--- src/rtl/tmprof_pkg.sv ---
`timescale 1ns / 1ps
// tmprof_pkg.sv: types, codes, widths and helpers for the trapezoidal motion profiler
// no dependencies; used by the channel interfaces and the profiler core

package tmprof_pkg;

  // default channel widths
  localparam int ODO_BITS_DEF = 24;
  localparam int VEL_BITS_DEF = 14;

  // fixed field widths
  localparam int ACCEL_W    = 16;
  localparam int VCMD_W     = 13;
  localparam int DIST_W     = 16;
  localparam int ACMD_W     = 17;
  localparam int PHASE_W    = 2;
  localparam int BOUND_W    = 32;
  localparam int CFG_IDX_W  = 2;
  localparam int CFG_DATA_W = 16;

  // divisor is twice the acceleration
  localparam int DIV_W = ACCEL_W + 1;

  // peak velocity stays below 2^17 while velocities fit in 17 bits,
  // since the 2*accel*distance term is below 2^33
  localparam int PEAK_MIN_W = 17;

  // register reset values
  localparam logic [ACCEL_W-1:0] ACCEL_RST       = 16'd1000;
  localparam logic [VCMD_W-1:0]  CRUISE_VEL_RST  = 13'd500;
  localparam logic [VCMD_W-1:0]  FINAL_VEL_RST   = 13'd0;
  localparam logic [DIST_W-1:0]  TARGET_DIST_RST = 16'd180;

  // register indexes on the configuration port
  typedef enum logic [CFG_IDX_W-1:0] {
    CFG_ACCEL       = 2'd0,
    CFG_CRUISE_VEL  = 2'd1,
    CFG_FINAL_VEL   = 2'd2,
    CFG_TARGET_DIST = 2'd3
  } cfg_idx_t;

  // item operation codes
  localparam logic OP_START  = 1'b0;
  localparam logic OP_SAMPLE = 1'b1;

  // motion phase
  typedef enum logic [PHASE_W-1:0] {
    PH_IDLE   = 2'd0,
    PH_ACCEL  = 2'd1,
    PH_CRUISE = 2'd2,
    PH_DECEL  = 2'd3
  } phase_t;

  // which ramp the shared divider works on
  typedef enum logic {
    RAMP_UP   = 1'b0,
    RAMP_DOWN = 1'b1
  } ramp_sel_t;

  // sequencer states
  typedef enum logic [2:0] {
    ST_IDLE     = 3'd0,
    ST_SAMPLE   = 3'd1,
    ST_RAMP_MUL = 3'd2,
    ST_RAMP_DIV = 3'd3,
    ST_FLAT     = 3'd4,
    ST_ARG      = 3'd5,
    ST_SQRT     = 3'd6,
    ST_COMMIT   = 3'd7
  } seq_state_t;

  localparam logic signed [63:0] SAT32_MAX = 64'sh0000_0000_7FFF_FFFF;
  localparam logic signed [63:0] SAT32_MIN = 64'shFFFF_FFFF_8000_0000;

  // clamp to the signed 32 bit range
  function automatic logic signed [BOUND_W-1:0] sat32(input logic signed [63:0] x);
    logic signed [BOUND_W-1:0] r;
    if (x > SAT32_MAX) begin
      r = 32'sh7FFF_FFFF;
    end else if (x < SAT32_MIN) begin
      r = 32'sh8000_0000;
    end else begin
      r = $signed(x[BOUND_W-1:0]);
    end
    return r;
  endfunction

  // commanded acceleration for a phase
  function automatic logic signed [ACMD_W-1:0] accel_cmd_of(input phase_t ph,
                                                            input logic [ACCEL_W-1:0] a);
    logic signed [ACMD_W-1:0] pos;
    logic signed [ACMD_W-1:0] r;
    pos = $signed({1'b0, a});
    unique case (ph)
      PH_ACCEL: r = pos;
      PH_DECEL: r = -pos;
      default:  r = '0;
    endcase
    return r;
  endfunction

endpackage

--- src/rtl/tmprof_if.sv ---
`timescale 1ns / 1ps
// tmprof_if.sv: valid/ready channel interfaces for profiler items and results
// depends on tmprof_pkg for widths

interface tmprof_in_if #(
  parameter int ODO_BITS = tmprof_pkg::ODO_BITS_DEF,
  parameter int VEL_BITS = tmprof_pkg::VEL_BITS_DEF
);
  logic                       valid;
  logic                       ready;
  logic                       op;
  logic [ODO_BITS-1:0]        odometer;
  logic signed [VEL_BITS-1:0] velocity;

  modport source (output valid, op, odometer, velocity, input ready);
  modport sink (input valid, op, odometer, velocity, output ready);
endinterface

interface tmprof_out_if;
  logic                                        valid;
  logic                                        ready;
  logic signed [tmprof_pkg::ACMD_W-1:0]        accel_cmd;
  logic [tmprof_pkg::VCMD_W-1:0]               velocity_cmd;
  logic                                        velocity_cmd_valid;
  logic [tmprof_pkg::PHASE_W-1:0]              phase;
  logic                                        finished;

  modport source (output valid, accel_cmd, velocity_cmd, velocity_cmd_valid, phase, finished,
                  input ready);
  modport sink (input valid, accel_cmd, velocity_cmd, velocity_cmd_valid, phase, finished,
                output ready);
endinterface

--- src/rtl/trapezoidal_motion_profiler_core.sv ---
`timescale 1ns / 1ps
// trapezoidal_motion_profiler_core.sv: plans a straight move and sequences its phases
// depends on tmprof_pkg and the channel interfaces in tmprof_if.sv

// One item is in work at a time; the input is ready only while the sequencer is
// idle, and a result waits in an output register so the next item can be taken
// meanwhile. A sample item passes through the sample state, where its result is
// loaded once the output register is free. A start item is planned by one shared
// multiplier, a restoring divider that makes one quotient bit per cycle, and a
// digit-by-digit root unit that makes one root bit per cycle. With
// PW = max(17, VEL_BITS) each ramp quotient is 2*PW+2 bits. A trapezoidal plan
// multiplies and divides for each ramp, up then down, then forms the flat span
// and commits; a negative span makes it sum products, take the peak as a root
// and plan both ramps again. A stalled result register holds the sequencer.
// Boundaries are compared with the distance since start modulo 2^ODO_BITS.

module trapezoidal_motion_profiler_core #(
  parameter int ODO_BITS = tmprof_pkg::ODO_BITS_DEF,
  parameter int VEL_BITS = tmprof_pkg::VEL_BITS_DEF
) (
  input  logic                                 clk,
  input  logic                                 rst_n,
  tmprof_in_if.sink                            in_ch,
  tmprof_out_if.source                         out_ch,
  input  logic                                 cfg_we,
  input  logic [tmprof_pkg::CFG_IDX_W-1:0]     cfg_index,
  input  logic [tmprof_pkg::CFG_DATA_W-1:0]    cfg_data
);

  localparam int ACCEL_W = tmprof_pkg::ACCEL_W;
  localparam int VCMD_W  = tmprof_pkg::VCMD_W;
  localparam int DIST_W  = tmprof_pkg::DIST_W;
  localparam int ACMD_W  = tmprof_pkg::ACMD_W;
  localparam int BOUND_W = tmprof_pkg::BOUND_W;
  localparam int DW      = tmprof_pkg::DIV_W;
  localparam int PW      = (VEL_BITS > tmprof_pkg::PEAK_MIN_W) ? VEL_BITS
                                                               : tmprof_pkg::PEAK_MIN_W;
  localparam int UW      = PW + 1;
  localparam int SW      = PW + 2;
  localparam int MAGW    = 2 * UW;
  localparam int EW      = MAGW + 2;
  localparam int CW      = $clog2(MAGW + 1);
  localparam int CMP_W   = BOUND_W + 1;

  localparam logic [CW-1:0] DIV_LAST  = CW'(MAGW - 1);
  localparam logic [CW-1:0] SQRT_LAST = CW'(PW - 1);
  localparam logic [CW-1:0] ARG_AL    = CW'(0);
  localparam logic [CW-1:0] ARG_VS    = CW'(1);
  localparam logic [CW-1:0] ARG_LAST  = CW'(3);

  // configuration registers
  logic [ACCEL_W-1:0] accel_r;
  logic [VCMD_W-1:0]  cruise_vel_r;
  logic [VCMD_W-1:0]  final_vel_r;
  logic [DIST_W-1:0]  target_dist_r;

  // sequencer and profile state
  tmprof_pkg::seq_state_t   state_r, state_nxt;
  tmprof_pkg::phase_t       phase_r;
  logic [ODO_BITS-1:0]      start_odo_r;
  logic signed [BOUND_W-1:0] ramp_up_end_r, cruise_end_r, move_end_r;

  // captured item
  logic [ODO_BITS-1:0]        odo_r;
  logic signed [VEL_BITS-1:0] vel_r;

  // planner datapath
  logic [DW-1:0]            div_r;
  logic [MAGW-1:0]          prod_r;
  logic [DW-1:0]            rem_r;
  logic                     neg_r;
  logic [CW-1:0]            cnt_r;
  tmprof_pkg::ramp_sel_t    ramp_sel_r;
  logic                     tri_r;
  logic signed [EW-1:0]     up_r, down_r, flat_r;
  logic [MAGW-1:0]          acc_r;
  logic [2*PW-1:0]          rad_r;
  logic [PW+1:0]            srem_r;
  logic [PW-1:0]            root_r;
  logic [PW-1:0]            peak_r;

  // output register
  logic                     out_valid_r;
  logic signed [ACMD_W-1:0] out_acmd_r;
  logic [VCMD_W-1:0]        out_vcmd_r;
  logic                     out_vcmd_valid_r;
  tmprof_pkg::phase_t       out_phase_r;
  logic                     out_fin_r;

  // handshake and control
  logic in_ready, in_accept, out_free, load_res;

  // combinational datapath
  logic signed [SW-1:0] vs_ext, vc_ext, ve_ext, peak_ext, rx, ry, rsum, rdiff;
  logic [SW-1:0]        rsum_mag, vs_mag;
  logic [UW-1:0]        mul_a, mul_b;
  logic [MAGW-1:0]      mul_p;
  logic [DW:0]          div_sh;
  logic                 div_ge;
  logic [DW-1:0]        div_rem_nxt;
  logic [MAGW-1:0]      q_mag;
  logic [EW-1:0]        q_ext;
  logic signed [EW-1:0] q_s;
  logic signed [EW-1:0] flat_calc, end_cruise, end_move;
  logic [MAGW-1:0]      acc_sum;
  logic [PW+1:0]        sq_sh, sq_trial, sq_rem_nxt;
  logic                 sq_ge;
  logic [ACCEL_W-1:0]   accel_eff;

  // sample checks
  logic [ODO_BITS-1:0]      travel;
  logic signed [CMP_W-1:0]  dist_ext;
  logic                     gt_up, gt_cr, gt_mv, vel_low, fin;
  tmprof_pkg::phase_t       ph1, ph2, ph3, res_phase;
  logic                     res_fin;

  // configuration writes
  always_ff @(posedge clk) begin
    if (!rst_n) begin
      accel_r       <= tmprof_pkg::ACCEL_RST;
      cruise_vel_r  <= tmprof_pkg::CRUISE_VEL_RST;
      final_vel_r   <= tmprof_pkg::FINAL_VEL_RST;
      target_dist_r <= tmprof_pkg::TARGET_DIST_RST;
    end else if (cfg_we) begin
      unique case (tmprof_pkg::cfg_idx_t'(cfg_index))
        tmprof_pkg::CFG_ACCEL:       accel_r       <= cfg_data[ACCEL_W-1:0];
        tmprof_pkg::CFG_CRUISE_VEL:  cruise_vel_r  <= cfg_data[VCMD_W-1:0];
        tmprof_pkg::CFG_FINAL_VEL:   final_vel_r   <= cfg_data[VCMD_W-1:0];
        tmprof_pkg::CFG_TARGET_DIST: target_dist_r <= cfg_data[DIST_W-1:0];
        default: ;
      endcase
    end
  end

  // ramp operands: up is start to peak or cruise, down is peak or cruise to final
  always_comb begin
    vs_ext   = SW'(vel_r);
    vc_ext   = SW'(cruise_vel_r);
    ve_ext   = SW'(final_vel_r);
    peak_ext = SW'(peak_r);
    if (ramp_sel_r == tmprof_pkg::RAMP_UP) begin
      rx = vs_ext;
      ry = tri_r ? peak_ext : vc_ext;
    end else begin
      rx = tri_r ? peak_ext : vc_ext;
      ry = ve_ext;
    end
    rsum     = rx + ry;
    rdiff    = (rx >= ry) ? (rx - ry) : (ry - rx);
    rsum_mag = rsum[SW-1] ? SW'(-rsum) : SW'(rsum);
    vs_mag   = vs_ext[SW-1] ? SW'(-vs_ext) : SW'(vs_ext);
  end

  // shared multiplier operand select
  always_comb begin
    if (state_r == tmprof_pkg::ST_ARG) begin
      priority if (cnt_r == ARG_AL) begin
        mul_a = UW'(accel_r);
        mul_b = UW'(target_dist_r);
      end else if (cnt_r == ARG_VS) begin
        mul_a = vs_mag[UW-1:0];
        mul_b = vs_mag[UW-1:0];
      end else begin
        mul_a = UW'(final_vel_r);
        mul_b = UW'(final_vel_r);
      end
    end else begin
      mul_a = rsum_mag[UW-1:0];
      mul_b = rdiff[UW-1:0];
    end
    mul_p = mul_a * mul_b;
  end

  // restoring divider step, root step and planning sums
  always_comb begin
    accel_eff   = (accel_r == '0) ? ACCEL_W'(1) : accel_r;
    div_sh      = {rem_r, prod_r[MAGW-1]};
    div_ge      = (div_sh >= {1'b0, div_r});
    div_rem_nxt = div_ge ? DW'(div_sh - {1'b0, div_r}) : div_sh[DW-1:0];
    q_mag       = {prod_r[MAGW-2:0], div_ge};
    q_ext       = EW'(q_mag);
    q_s         = neg_r ? -$signed(q_ext) : $signed(q_ext);
    flat_calc   = $signed(EW'(target_dist_r)) - up_r - down_r;
    end_cruise  = up_r + flat_r;
    end_move    = end_cruise + down_r;
    acc_sum     = acc_r + prod_r;
    sq_sh       = {srem_r[PW-1:0], rad_r[2*PW-1 -: 2]};
    sq_trial    = {root_r, 2'b01};
    sq_ge       = (sq_sh >= sq_trial);
    sq_rem_nxt  = sq_ge ? (sq_sh - sq_trial) : sq_sh;
  end

  // boundary checks of a sample, chained through the phases
  always_comb begin
    travel   = odo_r - start_odo_r;
    dist_ext = $signed(CMP_W'(travel));
    gt_up    = dist_ext > CMP_W'(ramp_up_end_r);
    gt_cr    = dist_ext > CMP_W'(cruise_end_r);
    gt_mv    = dist_ext > CMP_W'(move_end_r);
    vel_low  = vs_ext < ve_ext;
    ph1 = (phase_r == tmprof_pkg::PH_ACCEL && gt_up) ? tmprof_pkg::PH_CRUISE : phase_r;
    ph2 = (ph1 == tmprof_pkg::PH_CRUISE && gt_cr) ? tmprof_pkg::PH_DECEL : ph1;
    fin = (ph2 == tmprof_pkg::PH_DECEL) && (gt_mv || vel_low);
    ph3 = fin ? tmprof_pkg::PH_IDLE : ph2;
  end

  // sequencer next state
  always_comb begin
    state_nxt = state_r;
    unique case (state_r)
      tmprof_pkg::ST_IDLE: begin
        if (in_ch.valid) begin
          state_nxt = (in_ch.op == tmprof_pkg::OP_START) ? tmprof_pkg::ST_RAMP_MUL
                                                         : tmprof_pkg::ST_SAMPLE;
        end
      end
      tmprof_pkg::ST_SAMPLE: begin
        if (out_free) state_nxt = tmprof_pkg::ST_IDLE;
      end
      tmprof_pkg::ST_RAMP_MUL: state_nxt = tmprof_pkg::ST_RAMP_DIV;
      tmprof_pkg::ST_RAMP_DIV: begin
        if (cnt_r == DIV_LAST) begin
          priority if (ramp_sel_r == tmprof_pkg::RAMP_UP) state_nxt = tmprof_pkg::ST_RAMP_MUL;
          else if (tri_r)                                 state_nxt = tmprof_pkg::ST_COMMIT;
          else                                            state_nxt = tmprof_pkg::ST_FLAT;
        end
      end
      tmprof_pkg::ST_FLAT: begin
        state_nxt = flat_calc[EW-1] ? tmprof_pkg::ST_ARG : tmprof_pkg::ST_COMMIT;
      end
      tmprof_pkg::ST_ARG: begin
        if (cnt_r == ARG_LAST) state_nxt = tmprof_pkg::ST_SQRT;
      end
      tmprof_pkg::ST_SQRT: begin
        if (cnt_r == SQRT_LAST) state_nxt = tmprof_pkg::ST_RAMP_MUL;
      end
      tmprof_pkg::ST_COMMIT: begin
        if (out_free) state_nxt = tmprof_pkg::ST_IDLE;
      end
      default: state_nxt = tmprof_pkg::ST_IDLE;
    endcase
  end

  // sequencer outputs
  always_comb begin
    in_ready  = (state_r == tmprof_pkg::ST_IDLE);
    in_accept = in_ch.valid && in_ready;
    out_free  = !out_valid_r || out_ch.ready;
    load_res  = out_free && (state_r == tmprof_pkg::ST_SAMPLE ||
                             state_r == tmprof_pkg::ST_COMMIT);
    res_fin   = (state_r == tmprof_pkg::ST_SAMPLE) && fin;
    res_phase = (state_r == tmprof_pkg::ST_COMMIT) ? tmprof_pkg::PH_ACCEL : ph3;
  end

  // control and profile state
  always_ff @(posedge clk) begin
    if (!rst_n) begin
      state_r       <= tmprof_pkg::ST_IDLE;
      out_valid_r   <= 1'b0;
      phase_r       <= tmprof_pkg::PH_IDLE;
      start_odo_r   <= '0;
      ramp_up_end_r <= '0;
      cruise_end_r  <= '0;
      move_end_r    <= '0;
    end else begin
      state_r <= state_nxt;
      if (load_res) begin
        out_valid_r <= 1'b1;
      end else if (out_ch.ready) begin
        out_valid_r <= 1'b0;
      end
      if (load_res) begin
        phase_r <= res_phase;
      end
      if (load_res && state_r == tmprof_pkg::ST_COMMIT) begin
        start_odo_r   <= odo_r;
        ramp_up_end_r <= tmprof_pkg::sat32(64'(up_r));
        cruise_end_r  <= tmprof_pkg::sat32(64'(end_cruise));
        move_end_r    <= tmprof_pkg::sat32(64'(end_move));
      end
    end
  end

  // planner datapath: ramp and radicand multiplies, then divide or root iterations
  always_ff @(posedge clk) begin
    if (in_accept) begin
      odo_r      <= in_ch.odometer;
      vel_r      <= in_ch.velocity;
      div_r      <= {accel_eff, 1'b0};
      ramp_sel_r <= tmprof_pkg::RAMP_UP;
      tri_r      <= 1'b0;
      flat_r     <= '0;
    end
    unique case (state_r)
      tmprof_pkg::ST_RAMP_MUL: begin
        prod_r <= mul_p;
        neg_r  <= rsum[SW-1];
        rem_r  <= '0;
        cnt_r  <= '0;
      end
      tmprof_pkg::ST_RAMP_DIV: begin
        prod_r <= q_mag;
        rem_r  <= div_rem_nxt;
        cnt_r  <= cnt_r + CW'(1);
        if (cnt_r == DIV_LAST) begin
          if (ramp_sel_r == tmprof_pkg::RAMP_UP) begin
            up_r       <= q_s;
            ramp_sel_r <= tmprof_pkg::RAMP_DOWN;
          end else begin
            down_r <= q_s;
          end
        end
      end
      tmprof_pkg::ST_FLAT: begin
        cnt_r <= '0;
        if (flat_calc[EW-1]) begin
          tri_r <= 1'b1;
        end else begin
          flat_r <= flat_calc;
        end
      end
      tmprof_pkg::ST_ARG: begin
        // 2*accel*distance + vs^2 + ve^2, one product per cycle
        prod_r <= mul_p;
        cnt_r  <= (cnt_r == ARG_LAST) ? '0 : cnt_r + CW'(1);
        priority if (cnt_r == ARG_AL) acc_r <= '0;
        else if (cnt_r == ARG_VS)     acc_r <= {prod_r[MAGW-2:0], 1'b0};
        else                          acc_r <= acc_sum;
        if (cnt_r == ARG_LAST) begin
          rad_r  <= acc_sum[2*PW:1];
          srem_r <= '0;
          root_r <= '0;
        end
      end
      tmprof_pkg::ST_SQRT: begin
        srem_r <= sq_rem_nxt;
        root_r <= {root_r[PW-2:0], sq_ge};
        rad_r  <= {rad_r[2*PW-3:0], 2'b00};
        cnt_r  <= cnt_r + CW'(1);
        if (cnt_r == SQRT_LAST) begin
          peak_r     <= {root_r[PW-2:0], sq_ge};
          ramp_sel_r <= tmprof_pkg::RAMP_UP;
        end
      end
      default: ;
    endcase
  end

  // result register
  always_ff @(posedge clk) begin
    if (load_res) begin
      out_acmd_r       <= tmprof_pkg::accel_cmd_of(res_phase, accel_r);
      out_vcmd_r       <= res_fin ? final_vel_r : '0;
      out_vcmd_valid_r <= res_fin;
      out_phase_r      <= res_phase;
      out_fin_r        <= res_fin;
    end
  end

  // channel wiring
  assign in_ch.ready               = in_ready;
  assign out_ch.valid              = out_valid_r;
  assign out_ch.accel_cmd          = out_acmd_r;
  assign out_ch.velocity_cmd       = out_vcmd_r;
  assign out_ch.velocity_cmd_valid = out_vcmd_valid_r;
  assign out_ch.phase              = out_phase_r;
  assign out_ch.finished           = out_fin_r;

  // a finishing result is idle, issues the velocity and commands no acceleration
  a_fin_fields: assert property (@(posedge clk) disable iff (!rst_n)
    (out_valid_r && out_fin_r) |->
      (out_phase_r == tmprof_pkg::PH_IDLE && out_vcmd_valid_r && out_acmd_r == '0))
    else $error("finishing result with inconsistent fields");

  // divider remainder stays below the divisor
  a_div_rem: assert property (@(posedge clk) disable iff (!rst_n)
    (state_r == tmprof_pkg::ST_RAMP_DIV) |-> (rem_r < div_r))
    else $error("divider remainder out of range");

  // root remainder never exceeds twice the partial root
  a_sqrt_rem: assert property (@(posedge clk) disable iff (!rst_n)
    (state_r == tmprof_pkg::ST_SQRT) |-> (srem_r <= (PW+2)'({root_r, 1'b0})))
    else $error("root remainder out of range");

  // a committed plan starts the accelerate phase with a result shown
  a_commit: assert property (@(posedge clk) disable iff (!rst_n)
    (state_r == tmprof_pkg::ST_COMMIT && load_res) |=>
      (phase_r == tmprof_pkg::PH_ACCEL && out_valid_r))
    else $error("plan commit did not start the move");

  // no second item is taken while one is in work
  a_busy: assert property (@(posedge clk) disable iff (!rst_n)
    in_accept |=> !in_ready)
    else $error("item accepted while busy");

endmodule
--- src/flat_wrapper.sv ---
// flat-port wrapper written by rule: the top's interface ports become plain ports
module trapezoidal_motion_profiler_core_flat 
#(
  parameter int ODO_BITS = tmprof_pkg::ODO_BITS_DEF,
  parameter int VEL_BITS = tmprof_pkg::VEL_BITS_DEF
)
  (clk, rst_n, cfg_we, cfg_index, cfg_data, in_ch_valid, in_ch_op, in_ch_odometer, in_ch_velocity, in_ch_ready, out_ch_valid, out_ch_accel_cmd, out_ch_velocity_cmd, out_ch_velocity_cmd_valid, out_ch_phase, out_ch_finished, out_ch_ready);
  tmprof_in_if #(.ODO_BITS(ODO_BITS), .VEL_BITS(VEL_BITS)) in_ch_i ();
  tmprof_out_if out_ch_i ();
  input  logic clk;
  input  logic rst_n;
  input  logic cfg_we;
  input  logic [tmprof_pkg::CFG_IDX_W-1:0] cfg_index;
  input  logic [tmprof_pkg::CFG_DATA_W-1:0] cfg_data;
  input wire logic [$bits(in_ch_i.valid)-1:0] in_ch_valid;
  input wire logic [$bits(in_ch_i.op)-1:0] in_ch_op;
  input wire logic [$bits(in_ch_i.odometer)-1:0] in_ch_odometer;
  input wire logic [$bits(in_ch_i.velocity)-1:0] in_ch_velocity;
  output wire logic [$bits(in_ch_i.ready)-1:0] in_ch_ready;
  output wire logic [$bits(out_ch_i.valid)-1:0] out_ch_valid;
  output wire logic [$bits(out_ch_i.accel_cmd)-1:0] out_ch_accel_cmd;
  output wire logic [$bits(out_ch_i.velocity_cmd)-1:0] out_ch_velocity_cmd;
  output wire logic [$bits(out_ch_i.velocity_cmd_valid)-1:0] out_ch_velocity_cmd_valid;
  output wire logic [$bits(out_ch_i.phase)-1:0] out_ch_phase;
  output wire logic [$bits(out_ch_i.finished)-1:0] out_ch_finished;
  input wire logic [$bits(out_ch_i.ready)-1:0] out_ch_ready;
  assign in_ch_i.valid = in_ch_valid;
  assign in_ch_i.op = in_ch_op;
  assign in_ch_i.odometer = in_ch_odometer;
  assign in_ch_i.velocity = in_ch_velocity;
  assign in_ch_ready = in_ch_i.ready;
  assign out_ch_valid = out_ch_i.valid;
  assign out_ch_accel_cmd = out_ch_i.accel_cmd;
  assign out_ch_velocity_cmd = out_ch_i.velocity_cmd;
  assign out_ch_velocity_cmd_valid = out_ch_i.velocity_cmd_valid;
  assign out_ch_phase = out_ch_i.phase;
  assign out_ch_finished = out_ch_i.finished;
  assign out_ch_i.ready = out_ch_ready;
  trapezoidal_motion_profiler_core #(.ODO_BITS(ODO_BITS), .VEL_BITS(VEL_BITS)) u_core (.clk(clk), .rst_n(rst_n), .in_ch(in_ch_i), .out_ch(out_ch_i), .cfg_we(cfg_we), .cfg_index(cfg_index), .cfg_data(cfg_data));
endmodule
--- config.mk ---
export PLATFORM = sky130hd
export DESIGN_NAME = trapezoidal_motion_profiler_core_flat
export DESIGN_NICKNAME = d
export VERILOG_FILES = /design/src/rtl/tmprof_pkg.sv /design/src/rtl/tmprof_if.sv /design/src/rtl/trapezoidal_motion_profiler_core.sv /design/src/flat_wrapper.sv
export SDC_FILE = /design/constraint.sdc
export NUM_CORES = 2
export LEC_CHECK = 0
export BUFFER_PORTS_ARGS = -buffer_cell sky130_fd_sc_hd__buf_2
export CAP_MARGIN = 20
export CORE_MARGIN = 4
export CORE_UTILIZATION = 50
export DETAILED_ROUTE_END_ITERATION = 8
export PLACE_DENSITY = 0.66
export SLEW_MARGIN = 20
export SYNTH_ARGS = -nofsm -noshare
export SYNTH_HDL_FRONTEND = slang
export SYNTH_SLANG_ARGS = --single-unit
export TNS_END_PERCENT = 50
--- constraint.sdc ---
create_clock -name clk -period 15.5 [get_ports clk]
set_clock_uncertainty 0.2 [all_clocks]
set_input_delay 1.55 -clock clk [delete_from_list [all_inputs] [get_ports clk]]
set_output_delay 1.55 -clock clk [all_outputs]
set_load 0.02 [all_outputs]
Yosys cells after proc, flatten, opt, wreduce, memory -nomap -nowiden
Index checks and enable logic that the tools add are counted.
W data, S select, Z words.
{"block": "totals", "reg_bits": 568, "in_bits": 62, "out_inout_bits": 36, "word_cells": 181}
{"block": "op_classes", "n_addsub": 16, "multipliers": 1, "n_lt_le_gt_ge": 13, "n_eq_ne": 24, "n_mux": 59, "bitwise_logic": 1, "n_reduce_logical": 34}
{"cell": "$mux W32", "count": 6}
{"cell": "$mux W38", "count": 4}
{"cell": "$mux W18", "count": 8}
{"cell": "$pmux W17 S2", "count": 4}
{"cell": "$gt A38 B32 Y1 const B", "count": 3}
{"cell": "$lt A38 B32 Y1 const B", "count": 3}
{"cell": "$mux W17", "count": 6}
{"cell": "$gt A25 B32 Y1", "count": 3}
{"cell": "$add A38 B38 Y38", "count": 2}
{"cell": "$pmux W36 S2", "count": 1}
{"cell": "$pmux W34 S2", "count": 1}
{"cell": "$neg A36 Y38", "count": 1}
{"cell": "$sub A17 B38 Y38", "count": 1}
{"cell": "$sub A38 B38 Y38", "count": 1}
{"cell": "$add A36 B36 Y36", "count": 1}
{"cell": "$mul A18 B18 Y36", "count": 1}
{"cell": "$mux W36", "count": 1}
{"cell": "$sub A18 B18 Y18", "count": 2}
{"cell": "$mux W34", "count": 1}
{"cell": "$sub A17 B17 Y17", "count": 2}
{"cell": "$sub A24 B24 Y24", "count": 1}
{"cell": "$pmux W3 S7", "count": 1}
{"cell": "$add A19 B18 Y19", "count": 1}
{"cell": "$ge A19 B18 Y1", "count": 1}
{"cell": "39 further kinds", "count": 92}

Depth between registers and ports, before layout
{"block": "depth", "depth_word": 13, "mapped_depth": 45}

Worst setup path after synthesis
No wires, ideal clock.
{"block": "synth_timing", "path_type": "reg-to-reg", "startpoint": "reg u_core.tri_r", "endpoint": "reg u_core.prod_r[27] (data pin)", "setup_time_ps": 138, "arrival_time_ps": 10798, "required_ps": 15162, "setup_slack_ps": 4364, "path_stages_with_launch": 43, "period_less_slack_ps": 11136, "cell_sequence": "dfxtp_1 > clkbuf_1 > buf_1 > buf_1 > mux2_2 > mux2i_1 > inv_1 > ha_1 > fa_1 > nand2b_2 > a21oi_2 > o21a_1 > o21ba_1 > o2111a_1 > o21ai_1 > a21oi_2 > a211o_1 > buf_2 > [... 7 more ...] > fa_1 > fa_1 > inv_1 > fa_1 > fa_1 > inv_1 > fa_1 > inv_1 > ha_1 > a21o_1 > a21o_1 > or3_1 > o21ai_0 > a311oi_1 > a211o_1 > a31o_2 > or4b_2 > nand4_1"}
{"block": "synth_via", "elab_chain_len": 8, "elab_cells_between_ends": 14, "classes_between": "4 x add/sub; 1 x mul; 1 x order compare; 8 x mux"}
{"element": "from (decl)", "line_no": "trapezoidal_motion_profiler_core.sv:74", "source": "logic tri_r;"}
{"element": "from (signal assigned)", "line_no": "trapezoidal_motion_profiler_core.sv:291", "source": "tri_r <= 1'b0;"}
{"element": "from (signal assigned)", "line_no": "trapezoidal_motion_profiler_core.sv:317", "source": "tri_r <= 1'b1;"}
{"element": "$mux W17 (*)", "line_no": "trapezoidal_motion_profiler_core.sv:143, trapezoidal_motion_profiler_core.sv:145"}
{"element": "$mux W19 / $mux W17 (equally long branches)", "line_no": "trapezoidal_motion_profiler_core.sv:141", "source": "if (ramp_sel_r == tmprof_pkg::RAMP_UP) begin"}
{"element": "$add A19 B18 Y19", "line_no": "trapezoidal_motion_profiler_core.sv:148", "source": "rsum = rx + ry;"}
{"element": "$neg A18 Y18", "line_no": "trapezoidal_motion_profiler_core.sv:150", "source": "rsum_mag = rsum[SW-1] ? SW'(-rsum) : SW'(rsum);"}
{"element": "$mux W18", "line_no": "trapezoidal_motion_profiler_core.sv:150"}
{"element": "$mux W18", "line_no": "trapezoidal_motion_profiler_core.sv:156", "source": "if (state_r == tmprof_pkg::ST_ARG) begin"}
{"element": "$mul A18 B18 Y36 (*)", "line_no": "trapezoidal_motion_profiler_core.sv:171", "source": "mul_p = mul_a * mul_b;"}
{"element": "$pmux W36 S2 (*)", "line_no": "trapezoidal_motion_profiler_core.sv:294", "source": "unique case (state_r)"}
{"element": "to (signal assigned)", "line_no": "trapezoidal_motion_profiler_core.sv:296", "source": "prod_r <= mul_p;"}
{"element": "to (signal assigned)", "line_no": "trapezoidal_motion_profiler_core.sv:302", "source": "prod_r <= q_mag;"}
{"element": "to (signal assigned)", "line_no": "trapezoidal_motion_profiler_core.sv:324", "source": "prod_r <= mul_p;"}
{"element": "to (decl)", "line_no": "trapezoidal_motion_profiler_core.sv:69", "source": "logic [MAGW-1:0] prod_r;"}
Mark *: on every way between the ends. The rest lies on a longest branch, timed or not.
A chain may end at the register's enable or synchronous reset.

Worst setup path after layout
{"block": "layout_timing", "startpoint": "reg u_core.tri_r", "endpoint": "reg u_core.prod_r[35] (data pin)"}
The elaborated chain is that of the path after synthesis.

==> flow_summary.toml <==
[timing]
fin_crit_ps = 12100
slew_violations = 0
slew_headroom_pct = 24.4
tns_ps = 0
setup_slack_ps = 3400
fmax_ghz = 0.0826
rsz0062_at_grt = "no"
finalSetupViolations = 0
tightest_slew_ps = 1130
period_share_pct = 78.1
finalHoldViolCount = 0

[placed_design]
postPlaceCellArea_sq_um = 52600
finalWeightedCongestion = 0.944
hpwlAfterDp_um = 110000
place_worst_setup_slack_ps = 3590
io_buffers = 97

[yosys]
synthCells = 5834
ys_warn_count = 0
async_flop_share_pct = 0
synth_edf_count = 343
synthDistinctLibCells = 100
seq_area_frac_synth_pct = 29.1
synth.area.top_cells = "edfxtp_1 20%, ha_1 12%, fa_1 11%"
synth_nets = 6651
yosysTopAreaCell = "edfxtp_1"
synth_top_cell_area_share_pct = 20.3
synth.avg_cell_area_sq_um = 8.72
ys_ff_latch = 567
synthFlopType = "edfxtp_1"
synth_area_sq_um = 50800

[min_path]
min_from = "u_core.root_r[2]$_SDFFCE_PN0P_"
hold_depth = 0
min_path_type = "reg -> reg"
min_to = "u_core.peak_r[3]$_DFFE_PP_"

[routing]
first_pass_iters = 6
wire_per_inst_um = 19.8
m1WireLength_um = 63200
drc = 0
viasPerCell = 5.79
topRoutingLayerUsed = "met4"
wl_met3_um = 9850
routed_wl_um = 143000
vias = 41800
drtIter0Drc = 3299
dr_wl_met2_um = 65100
ant_nets = 0

[global_route]
gr-total-overflow = 0
grt_max_degree = 110
antenna_found_initial = 0
grt_pass1_wl_um = 224000
track_usage_pct = 26.2
grt_pass1_vias = 40300

[critical_path]
rrSetupSlack_ps = 3400
critPathArrivalTime_ps = 12290
crit_path_frequent_cell = "fa_1"
reg2reg_depth = 37
crit_family = "adder cells"
end_kind = "register"
cp_slowest_cell = "a21oi_2"
max_stage_delay_ps = 830
crit_path_start_kind = "register"
path_buf_inv = 4
r2r_end = "u_core.prod_r[35]$_DFFE_PP_"
cp.required_ps = 15690
path_max_fanout = 25
critical_path_class = "reg -> reg"
reg2reg_from = "u_core.tri_r$_DFF_P_"

[floorplanning]
die-area_sq_um = 107000
core_sq_um = 100000
rows = 116
initial_core_util_pct = 50.6
fp.dieH_um = 327
fp.dieW_um = 327
io_pins = 98

[final_layout]
area_growth_pct = 8.41
postLayoutCoreUtil_pct = 54.9
n_antenna_cell = 0
finalNetCount = 6631
finalInstanceArea_sq_um = 55100
drive_gt1_share_pct = 6.45
fillers = 9279

[cts]
cts_tree = "done"
htreeDepth = 3
cts_buffers = 71
cts.sinks = 567
clock_latency_ps = 660
cts_max_path_buffers = 3
cts_setup_buffers = 0
clk_pin_slew_ps = 70
cts-root-buf = "clkbuf_16"
cts_resized = 0
cts_hold_buffers = 0

[outcome]
status = "finished clean"

[flow_run]
maxCapViolCount = 0
## worst max-delay path by stage
stage	start	endpoint	slack, ps	cells past startpoint
after floorplan	u_core.tri_r$_DFF_P_	u_core.prod_r[27]$_DFFE_PP_	4360	42
after global placement	u_core.ramp_sel_r$_DFF_P_	u_core.prod_r[27]$_DFFE_PP_	3870	34
after detailed placement	u_core.ramp_sel_r$_DFF_P_	u_core.prod_r[35]$_DFFE_PP_	3590	35
after CTS	u_core.tri_r$_DFF_P_	u_core.prod_r[35]$_DFFE_PP_	3530	37
after global routing	u_core.tri_r$_DFF_P_	u_core.prod_r[35]$_DFFE_PP_	2590	37
final	u_core.tri_r$_DFF_P_	u_core.prod_r[35]$_DFFE_PP_	3400	37
## cells by family (layout without fill, tap and decap cells)
kind of cell	after synthesis	in the layout	share of synthesized area [%]
adders and majority gates	755	755	22.7
and+or+nand+nor	1780	1780	16.3
muxes	99	99	1.97
buffers and inverters	928	966	7.00
DFF	567	567	29.1
xor gates and xnor gates	266	266	4.58
AOI/OAI and AO/OA	1439	1439	18.4
## registers in the layout, indices dropped and copies added (netlist names), 17 cells and up
| name | cells |
|---|---|
| u_core.acc_r | 35 |
| u_core.odo_r | 24 |
| u_core.move_end_r | 32 |
| u_core.srem_r | 17 |
| u_core.ramp_up_end_r | 32 |
| u_core.up_r | 38 |
| u_core.prod_r | 36 |
| u_core.cruise_end_r | 32 |
| u_core.flat_r | 38 |
| u_core.root_r | 17 |
| u_core.rem_r | 17 |
| u_core.start_odo_r | 24 |
| u_core.rad_r | 34 |
| u_core.peak_r | 17 |
| u_core.out_ch.accel_cmd | 17 |
| u_core.down_r | 38 |
## worst register-to-register path: cells and delay by family (launching register included)
family | cells | cell delay (ps)
adders and majority gates | 8 | 4180
muxes | 2 | 530
buffers and inverters | 4 | 520
AOI/OAI and AO/OA | 11 | 3000
and+or+nand+nor | 12 | 3100
DFF | 1 | 310
## cells in the final DEF (no fill, tap or decap), types with 90 or more instances in the layout
cell,synthesis,routed
inv_1,677,675
a21o_1,205,205
edfxtp_1,343,343
xor2_1,92,92
o21ai_0,295,291
nor2_1,459,455
a21oi_1,405,404
xnor2_1,174,174
ha_1,475,475
fa_1,280,280
dfxtp_1,224,223
buf_2,22,96
nand3_1,102,102
mux2i_1,90,90
nand2_1,651,650
## cell usage after synthesis, types with 92 or more instances
master,instances
a21o_1,205
a21oi_1,405
clkbuf_1,197
dfxtp_1,224
edfxtp_1,343
fa_1,280
ha_1,475
inv_1,677
nand2_1,651
nand3_1,102
nor2_1,459
o21ai_0,295
xnor2_1,174
xor2_1,92
## layout make-up
cell class | count | area, sq um | area share, %
multi-input combinational | 4339 | 32600 | 59.2
sequential | 567 | 14800 | 26.8
inverter | 680 | 2550 | 4.63
clock buffer | 94 | 1980 | 3.60
tap | 1357 | 1700 | 3.08
timing repair buffer | 155 | 931 | 1.69
clock inverter | 37 | 556 | 1.01
## metrics by stage
stage                     std cells  hold WS [ps]
after floorplan                5834           226
after global placement         7097           235
after detailed placement       7097           237
after CTS                      7228           251
after global routing           7229           267
final                          7229           247
## metal layers
metal  vias up  track usage [%]
met4         0             8.14
met1     20200             36.6
met3       215             4.10
met5         -                0
li1      20100                -
met2      1278             42.2
Power is left out: the tool's default activity adds up to more than one toggle a clock period on the data nets, which glitch-free logic cannot reach.
